<file path="config.mk">
export PLATFORM = sky130hd
export DESIGN_NAME = keqm_matrix
export DESIGN_NICKNAME = d
export VERILOG_FILES = /design/src/hdl/keqm_pkg.sv /design/src/hdl/keqm_matrix.sv
export SDC_FILE = /design/constraint.sdc
export NUM_CORES = 1
export LEC_CHECK = 0
export ABC_AREA = 1
export CORE_MARGIN = 4
export CORE_UTILIZATION = 50
export CTS_BUF_LIST = sky130_fd_sc_hd__clkbuf_8
export DETAILED_ROUTE_END_ITERATION = 16
export DONT_BUFFER_PORTS = 1
export PLACE_DENSITY = 0.73
export SLEW_MARGIN = 0
export SYNTH_ARGS = -nofsm -noshare
export SYNTH_HDL_FRONTEND = slang
export SYNTH_SLANG_ARGS = --single-unit
</file>
<file path="constraint.sdc">
create_clock -name clock -period 1.7 [get_ports clock]
set_input_delay 0.34 -clock clock [delete_from_list [all_inputs] [get_ports clock]]
set_output_delay 0.34 -clock clock [all_outputs]
set_load 0.01 [all_outputs]
</file>
<file path="src/hdl/keqm_pkg.sv">
`timescale 1ns / 1ps
`default_nettype none
// ----------------------------------------------------------------------------
// keqm_pkg
// Shared types and constants of the key event queue and matrix block.
// ----------------------------------------------------------------------------
package keqm_pkg;

   localparam int QUEUE_DEPTH     = 512;
   localparam int IndexWidth      = $clog2(QUEUE_DEPTH);
   localparam int CountWidth      = $clog2(QUEUE_DEPTH + 1);
   localparam int QueueCountWidth = 10;
   localparam int MatrixWidth     = 64;
   localparam int BitIndexWidth   = $clog2(MatrixWidth);

   // right-shift key sits at row 6, column 4
   localparam logic [BitIndexWidth-1:0] ShiftRowBit = BitIndexWidth'(6 * 8 + 4);
   localparam logic [BitIndexWidth-1:0] ShiftColBit = BitIndexWidth'(4 * 8 + 6);

   typedef enum logic {
      OP_PUSH = 1'b0,
      OP_POLL = 1'b1
   } op_type;

   typedef struct packed {
      logic       released;
      logic       pressed;
      logic [7:0] code;
   } event_type;

   localparam int EventWidth = $bits(event_type);

   typedef struct packed {
      logic      apply;
      event_type key_event;
   } apply_type;

endpackage : keqm_pkg
`default_nettype wire

</file>
<file path="src/hdl/keqm_matrix.sv">
`timescale 1ns / 1ps
`default_nettype none
// ----------------------------------------------------------------------------
// keqm_matrix
// Active-low 8x8 key matrix and its transposed copy, updated per popped event.
// ----------------------------------------------------------------------------
module keqm_matrix (
   input  wire logic                                clock,
   input  wire logic                                reset,
   input  wire keqm_pkg::apply_type                 upd,
   output      logic [keqm_pkg::MatrixWidth-1:0]    row_view,
   output      logic [keqm_pkg::MatrixWidth-1:0]    column_view
);
   import keqm_pkg::*;

   logic [MatrixWidth-1:0]   row_ff, row_in;
   logic [MatrixWidth-1:0]   col_ff, col_in;
   logic [MatrixWidth-1:0]   row_mask, col_mask;
   logic [BitIndexWidth-1:0] row_bit, col_bit;
   logic                     shifted;

   always_comb begin
      row_bit  = upd.key_event.code[5:0];
      col_bit  = {upd.key_event.code[2:0], upd.key_event.code[5:3]};
      shifted  = upd.key_event.code[7];
      row_mask = MatrixWidth'(1) << row_bit;
      col_mask = MatrixWidth'(1) << col_bit;
      if (shifted) begin
         row_mask = row_mask | (MatrixWidth'(1) << ShiftRowBit);
         col_mask = col_mask | (MatrixWidth'(1) << ShiftColBit);
      end
      row_in = row_ff;
      col_in = col_ff;
      // press wins over release; neither flag leaves the matrix alone
      if (upd.apply) begin
         if (upd.key_event.pressed) begin
            row_in = row_ff & ~row_mask;
            col_in = col_ff & ~col_mask;
         end else if (upd.key_event.released) begin
            row_in = row_ff | row_mask;
            col_in = col_ff | col_mask;
         end
      end
   end

   always_ff @(posedge clock) begin
      if (reset) begin
         row_ff <= '1;
         col_ff <= '1;
      end else begin
         row_ff <= row_in;
         col_ff <= col_in;
      end
   end

   assign row_view    = row_ff;
   assign column_view = col_ff;

endmodule : keqm_matrix
`default_nettype wire

</file>
==> impl_metrics.env, run 1 <==
export IMPL_status="completed"
export IMPL_class_of_the_tightest_hold_or_removal_check="in2reg"
export IMPL_grt_start_max_net_pins=37
export IMPL_peakVddDrop_mv=0.555
export IMPL_grt_setup_unrepaired="false"
export IMPL_synth_avg_cell_area_um2=7.52
export IMPL_wl_per_cell_um=16.5
export IMPL_leakage_nw=2.68
export IMPL_grt_first_pass_wirelength_um=20900
export IMPL_synth_seq_cells=128
export IMPL_synth_nets=652
export IMPL_cts_post_setup_buffers_inserted=0
export IMPL_die_width_um=106
export IMPL_layout_worst_path_cycle_share_pct=69.8
export IMPL_timing_final_max_slew_violations=0
export IMPL_fp_dieH_um=106
export IMPL_routed_wl_um=13000
export IMPL_layout_filler_cells=849
export IMPL_worst_slew_pin_transition_ps=765
export IMPL_drv_max_cap_violation_count=0
export IMPL_final_min_clock_period_ps=1190
export IMPL_grt_pass1_vias=4182
export IMPL_critPathCaptureType="primary output"
export IMPL_htree_levels=4
export IMPL_comb_power_share_pct=4.8
export IMPL_powerDensity_mw_per_mm2=1120
export IMPL_core_area_mm2=0.00928
export IMPL_initialDrtViolationCount=365
export IMPL_clock_tree_buffer_depth=2
export IMPL_timing_setup_tns_ps=0
export IMPL_io_buffer_count=0
export IMPL_setup_worst_path_class="reg2out"
export IMPL_clock_insertion_delay_worst_skew_ps=410
export IMPL_numClockSinks=128
export IMPL_post_route_util_pct=58.7
export IMPL_cts_root_buf="sky130_fd_sc_hd__clkbuf_8"
export IMPL_finalHoldViolCount=0
export IMPL_ant_nets_after_route=0
export IMPL_swShare_pct=23.6
export IMPL_overflow=0
export IMPL_area_delta_synth_final_pct=13.4
export IMPL_worst_ep_arrival_time_ps=850
export IMPL_routabilityCongestion=0.893
export IMPL_total_switching_power_mw=1.44
export IMPL_setup_ws_ps=513
export IMPL_cts_buffers=17
export IMPL_clockPowerShare_pct=45.4
export IMPL_worstPathRequired_ps=1360
export IMPL_multi_input_comb_area_mm2=0.00199
export IMPL_route_vias_total=4330
export IMPL_place_ws_ps=140
export IMPL_grt_antenna_before_repair=0
export IMPL_ff2ff_setup_slack_ps=1010
export IMPL_worst_slew_margin_rel_pct=48.8
export IMPL_crit_fanout=2
export IMPL_diodes=0
export IMPL_internal_power_component_mw=4.67
export IMPL_count_of_endpoints_failing_setup_in_the_final_report=0
export IMPL_hpwlAfterDp_um=9620
export IMPL_critical_path_startpoint_type="flop"
export IMPL_final_layout_net_count=659
export IMPL_io_pins=141
export IMPL_drt_pass1_iter_count=6
export IMPL_global_route_total_usage_across_every_layer_pct=23.6
export IMPL_postCtsResizedCells=0
export IMPL_fraction_of_layout_instances_using_a_drive_strength_above_1_pct=8.65
export IMPL_rows=35
export IMPL_sequential_element_share_of_the_synthesized_area_pct=53.3
export IMPL_detail_route_drc_violations=0
export IMPL_synth_warning_count=0
export IMPL_post_synth_inst_count=639
export IMPL_ff_latch_area_mm2=0.00256
export IMPL_synth_lib_cells_used_distinct=18
export IMPL_dieArea_mm2=0.0112
export IMPL_count_of_hold_buffers_inserted_by_post_cts_repair=0
export IMPL_tritoncts="done"
export IMPL_routed_via_density=5.49
export IMPL_initial_core_util_pct=51.8
export IMPL_clk_pin_slew_worst_setup_hold_paths_ps=70
export IMPL_seq_power_share_pct=49.8
export IMPL_netlist_area_mm2=0.00481
export IMPL_maxClockFrequency_mhz=843
export IMPL_clock_skew_ps=0
layout make-up:
class,instances,share of cell area [%]
flip-flops and latches,128,47.0
multi-input cells,454,36.6
clock buffers,20,5.05
repair buffers,17,3.49
well taps,129,2.96
clock inverters,12,2.91
inverters,28,2.00
kinds of logic (layout without fill, tap and decap cells):
family | after synthesis | in the layout | share of synthesized area (%)
flip-flops | 128 | 128 | 53.3
AO/OA/AOI/OAI | 3 | 3 | 0.391
AND/OR/NAND/NOR | 451 | 451 | 41.1
buffers and inverters | 57 | 77 | 5.23
path summary, 6_finish.rpt:
path,from,end,cells past startpoint
worst max register to register,flop,flop,2
worst min register to register,flop,flop,2
worst max-delay path,flop,column_view[44],0
worst min-delay path,upd[2],flop,3
routing by layer:
layer	part of all wire [%]	global-route usage (%)	vias to the layer above	wire [um]
met5	0	0	-	0
met4	2.8	10.5	0	361
met3	10	9.29	32	1360
met2	46	37.4	190	6010
met1	41	28.3	1978	5260
li1	-	-	2130	-
power groups by stage:
stage / clock, mW / sequential (mW) / combinational (mW)
CTS: 2.80 / 3.04 / 0.292
global placement: 0 / 3.11 / 0.285
finish: 2.77 / 3.04 / 0.294
floorplan: 0 / 3.11 / 0.202
detailed placement: 0 / 3.11 / 0.291
global route: 2.94 / 3.05 / 0.326
synth_stat cells:
cell,n,area (um^2)
sky130_fd_sc_hd__buf_2,7,35.0
sky130_fd_sc_hd__nor3_1,1,5.00
sky130_fd_sc_hd__dfxtp_1,128,2560
sky130_fd_sc_hd__inv_1,25,93.8
sky130_fd_sc_hd__o21ai_2,1,8.76
sky130_fd_sc_hd__nand2_1,203,762
sky130_fd_sc_hd__buf_6,3,33.8
sky130_fd_sc_hd__nand4_1,4,25.0
sky130_fd_sc_hd__nor2_2,3,18.8
sky130_fd_sc_hd__nor3_4,1,16.3
sky130_fd_sc_hd__clkbuf_1,13,48.8
sky130_fd_sc_hd__buf_4,1,7.51
sky130_fd_sc_hd__nor2_1,40,150
sky130_fd_sc_hd__nand3_1,199,996
sky130_fd_sc_hd__buf_1,5,18.8
sky130_fd_sc_hd__inv_4,1,6.26
sky130_fd_sc_hd__inv_2,2,7.51
sky130_fd_sc_hd__o21ai_0,2,10.0
cell usage in the layout, fill, tap and decap left out:
master / netlist / routed
sky130_fd_sc_hd__clkinv_4: 0 / 3
sky130_fd_sc_hd__nor3_1: 1 / 1
sky130_fd_sc_hd__dfxtp_1: 128 / 128
sky130_fd_sc_hd__nand3_1: 199 / 199
sky130_fd_sc_hd__nor2_2: 3 / 4
sky130_fd_sc_hd__o21ai_2: 1 / 1
sky130_fd_sc_hd__nor2_1: 40 / 39
sky130_fd_sc_hd__o21ai_0: 2 / 2
sky130_fd_sc_hd__buf_12: 0 / 5
sky130_fd_sc_hd__nor3_4: 1 / 1
sky130_fd_sc_hd__clkinv_2: 0 / 1
sky130_fd_sc_hd__nand2_1: 203 / 203
sky130_fd_sc_hd__inv_6: 0 / 1
sky130_fd_sc_hd__buf_4: 1 / 12
sky130_fd_sc_hd__nand4_1: 4 / 4
sky130_fd_sc_hd__bufinv_16: 0 / 3
sky130_fd_sc_hd__clkinvlp_4: 0 / 4
sky130_fd_sc_hd__clkbuf_8: 0 / 20
sky130_fd_sc_hd__inv_4: 1 / 1
sky130_fd_sc_hd__inv_2: 2 / 1
sky130_fd_sc_hd__inv_1: 25 / 26
metrics by stage:
stage	instances	instance area [um^2]	hold WS [ps]	power [mW]
after global placement	756	5020	500	3.40
after detailed placement	756	5020	505	3.40
after floorplan	639	4810	475	3.31
after global routing	788	5450	137	6.31
after CTS	788	5450	117	6.14
final	788	5450	139	6.11
No activity file was read; power rests on OpenSTA's default activity.
==> inputs of run 2 (changes only) <==
--- a/config.mk
+++ b/config.mk
@@ -5,13 +5,13 @@
 export SDC_FILE = /design/constraint.sdc
 export NUM_CORES = 1
 export LEC_CHECK = 0
-export ABC_AREA = 1
+export ABC_AREA = 0
 export CORE_MARGIN = 4
 export CORE_UTILIZATION = 50
 export CTS_BUF_LIST = sky130_fd_sc_hd__clkbuf_8
 export DETAILED_ROUTE_END_ITERATION = 16
 export DONT_BUFFER_PORTS = 1
-export PLACE_DENSITY = 0.73
+export PLACE_DENSITY = 0.76
 export SLEW_MARGIN = 0
 export SYNTH_ARGS = -nofsm -noshare
 export SYNTH_HDL_FRONTEND = slang
==> constraint.sdc (replaced) <==
create_clock -name clock -period 0.96 [get_ports clock]
set_input_delay 0.192 -clock clock [delete_from_list [all_inputs] [get_ports clock]]
set_output_delay 0.192 -clock clock [all_outputs]
set_load 0.01 [all_outputs]
==> impl_metrics.env, run 2 <==
export IMPL_setup_worst_path_class="reg2out"
export IMPL_grt_antenna_before_repair=0
export IMPL_final_layout_net_count=587
export IMPL_wl_per_cell_um=19.8
export IMPL_hpwlAfterDp_um=9890
export IMPL_synth_nets=555
export IMPL_post_synth_inst_count=542
export IMPL_drv_max_cap_violation_count=0
export IMPL_synth_seq_cells=128
export IMPL_detailroute_wirelength_met2_um=6920
export IMPL_area_delta_synth_final_pct=36.1
export IMPL_fp_dieH_um=110
export IMPL_synth_lib_cells_used_distinct=29
export IMPL_yosysTopAreaCell="sky130_fd_sc_hd__dfxtp_1"
export IMPL_io_pins=141
export IMPL_critPathCaptureType="primary output"
export IMPL_clock_tree_buffer_depth=2
export IMPL_worst_slew_pin_transition_ps=589
export IMPL_fraction_of_layout_instances_using_a_drive_strength_above_1_pct=50.9
export IMPL_numClockSinks=128
export IMPL_max_stage_delay_ps=330
export IMPL_async_flop_share_pct=0
export IMPL_setup_ws_ps=-128
export IMPL_failing_checks="negative hold slack, negative setup slack"
export IMPL_grt_first_pass_wirelength_um=22200
export IMPL_postLayoutCellArea_mm2=0.00703
export IMPL_routed_via_density=5.73
export IMPL_peakVddDrop_mv=1.09
export IMPL_leakage_nw=2.23
export IMPL_critical_path_buf_inv_count=1
export IMPL_global_route_total_usage_across_every_layer_pct=24.4
export IMPL_timing_setup_tns_ps=-5300
export IMPL_layout_worst_path_cycle_share_pct=113
export IMPL_synth_avg_cell_area_um2=9.53
export IMPL_dpl_cell_area_mm2=0.00626
export IMPL_met3_wirelength_um=1470
export IMPL_route_vias_total=4123
export IMPL_cts_buffers=17
export IMPL_grt_pass1_vias=4261
export IMPL_r2r_cells=3
export IMPL_cpMaxStageDelayCell="sky130_fd_sc_hd__dfxtp_2"
export IMPL_detail_route_drc_violations=0
export IMPL_layout_cells_most_common_list="sky130_fd_sc_hd__nor2_1, sky130_fd_sc_hd__mux2i_1, sky130_fd_sc_hd__dfxtp_2"
export IMPL_htree_levels=4
export IMPL_clock_skew_ps=0
export IMPL_synth_most_common_cell="sky130_fd_sc_hd__dfxtp_1"
export IMPL_class_of_the_tightest_hold_or_removal_check="in2reg"
export IMPL_yosys_area_top_type_share_pct=49.6
export IMPL_sequential_element_share_of_the_synthesized_area_pct=49.6
export IMPL_ant_nets_after_route=0
export IMPL_die_width_um=110
export IMPL_min_delay_start="upd[2]"
export IMPL_powerDensity_mw_per_mm2=1500
export IMPL_clock_insertion_delay_worst_skew_ps=440
export IMPL_routed_wl_um=14200
export IMPL_worst_hold_slack_ps=-86.1
export IMPL_count_of_endpoints_failing_setup_in_the_final_report=128
export IMPL_fin_total_pwr_mw=10.5
export IMPL_topRoutingLayerUsed="met4"
export IMPL_synth_warning_count=0
export IMPL_core_area_mm2=0.00991
export IMPL_cts_root_buf="sky130_fd_sc_hd__clkbuf_8"
export IMPL_crit_fanout=2
export IMPL_drt_pass1_iter_count=5
export IMPL_io_buffer_count=0
export IMPL_worstPathRequired_ps=770
export IMPL_initial_core_util_pct=52.1
export IMPL_grt_start_max_net_pins=133
export IMPL_mostFrequentLayoutCell="sky130_fd_sc_hd__nor2_1"
export IMPL_critical_path_startpoint_type="flop"
export IMPL_finalHoldViolCount=49
export IMPL_initialDrtViolationCount=216
export IMPL_worst_ep_arrival_time_ps=900
export IMPL_netlist_area_mm2=0.00517
export IMPL_status="complete, but fails checks"
export IMPL_grt_setup_unrepaired="true"
export IMPL_dominantRegCellSynth="sky130_fd_sc_hd__dfxtp_1"
export IMPL_dieArea_mm2=0.0120
export IMPL_critical_path_cell_chain="buf_6"
export IMPL_overflow=0
export IMPL_post_synth_most_frequent_cells="sky130_fd_sc_hd__dfxtp_1, sky130_fd_sc_hd__nor2_1, sky130_fd_sc_hd__mux2i_1"
export IMPL_synthTopCellsByArea="sky130_fd_sc_hd__dfxtp_1, sky130_fd_sc_hd__mux2i_1, sky130_fd_sc_hd__nor2_1"
export IMPL_rows=36
export IMPL_critical_path_top_delay_family="flip-flops"
export IMPL_layout_filler_cells=708
export IMPL_timing_final_max_slew_violations=0
export IMPL_route_layer_met1_wl_um=5570
export IMPL_maxClockFrequency_mhz=919
export IMPL_synth_edff_count=0
export IMPL_worst_slew_margin_rel_pct=60.7
export IMPL_routabilityCongestion=0.807
export IMPL_tritoncts="done"
export IMPL_hold_depth=2
export IMPL_post_route_util_pct=70.9
export IMPL_ff2ff_setup_slack_ps=50
export IMPL_final_min_clock_period_ps=1090
export IMPL_clk_pin_slew_worst_setup_hold_paths_ps=80
export IMPL_diodes=0
run 2: changes by cell type after synthesis, moves of 25 or more:
cell | before | now
sky130_fd_sc_hd__clkbuf_1 | 13 | 40
sky130_fd_sc_hd__inv_1 | 25 | 0
sky130_fd_sc_hd__mux2i_1 | 0 | 112
sky130_fd_sc_hd__nand2_1 | 203 | 2
sky130_fd_sc_hd__nand3_1 | 199 | 1
sky130_fd_sc_hd__nor2_1 | 40 | 127
sky130_fd_sc_hd__nor4_1 | 0 | 37
run 2: worst max-delay path by stage:
| stage | from | end | depth (start not counted) |
|---|---|---|---|
| final | flop | row_view[52] | 1 |
| after global routing | flop | column_view[38] | 1 |
| after CTS | flop | row_view[52] | 1 |
| after detailed placement | upd[0] | flop | 4 |
| after global placement | upd[4] | flop | 5 |
| after floorplan | upd[2] | flop | 5 |
run 2: layer usage:
| metal | up-vias | track usage (%) |
|---|---|---|
| met5 | - | 0 |
| met4 | 0 | 10.7 |
| met1 | 1998 | 29.0 |
| met2 | 140 | 38.6 |
| met3 | 25 | 10.3 |
| li1 | 1960 | - |
run 2: cells by family after synthesis:
kind of cell	count (synthesis)	share of synthesized area, %
flops	128	49.6
buf+inv	52	4.12
mux	112	21.7
compound gates	24	2.98
simple gates	226	21.6
run 2: repair_timing:
action | CTS | global route
setup endpoints to repair | 136 | 156
pin swaps | 1 | 2
buffers inserted | 2 | 0
resized for setup | 162 | 33
hold endpoints to repair | 128 | 125
run 2: area by class of cell:
type	instances	area, um^2	share of cell area (%)
clock inverter	9	82.6	1.17
clock buffer	22	303	4.31
timing repair buffer	65	599	8.52
sequential	128	2850	40.5
tap	133	166	2.37
multi-input combinational	362	3030	43.2
run 2: report_power, final:
part | total [mW] | internal, mW | switching (mW)
Clock | 4.49 | 2.36 | 2.12
Combinational | 0.803 | 0.334 | 0.470
Sequential | 5.24 | 5.21 | 0.0300
Total | 10.5 | 7.90 | 2.62
run 2: through the flow:
step | instances | setup slack, ps
floorplan | 542 | -504
global placement | 686 | -488
detailed placement | 686 | -531
CTS | 719 | -143
global route | 719 | -150
finish | 719 | -128
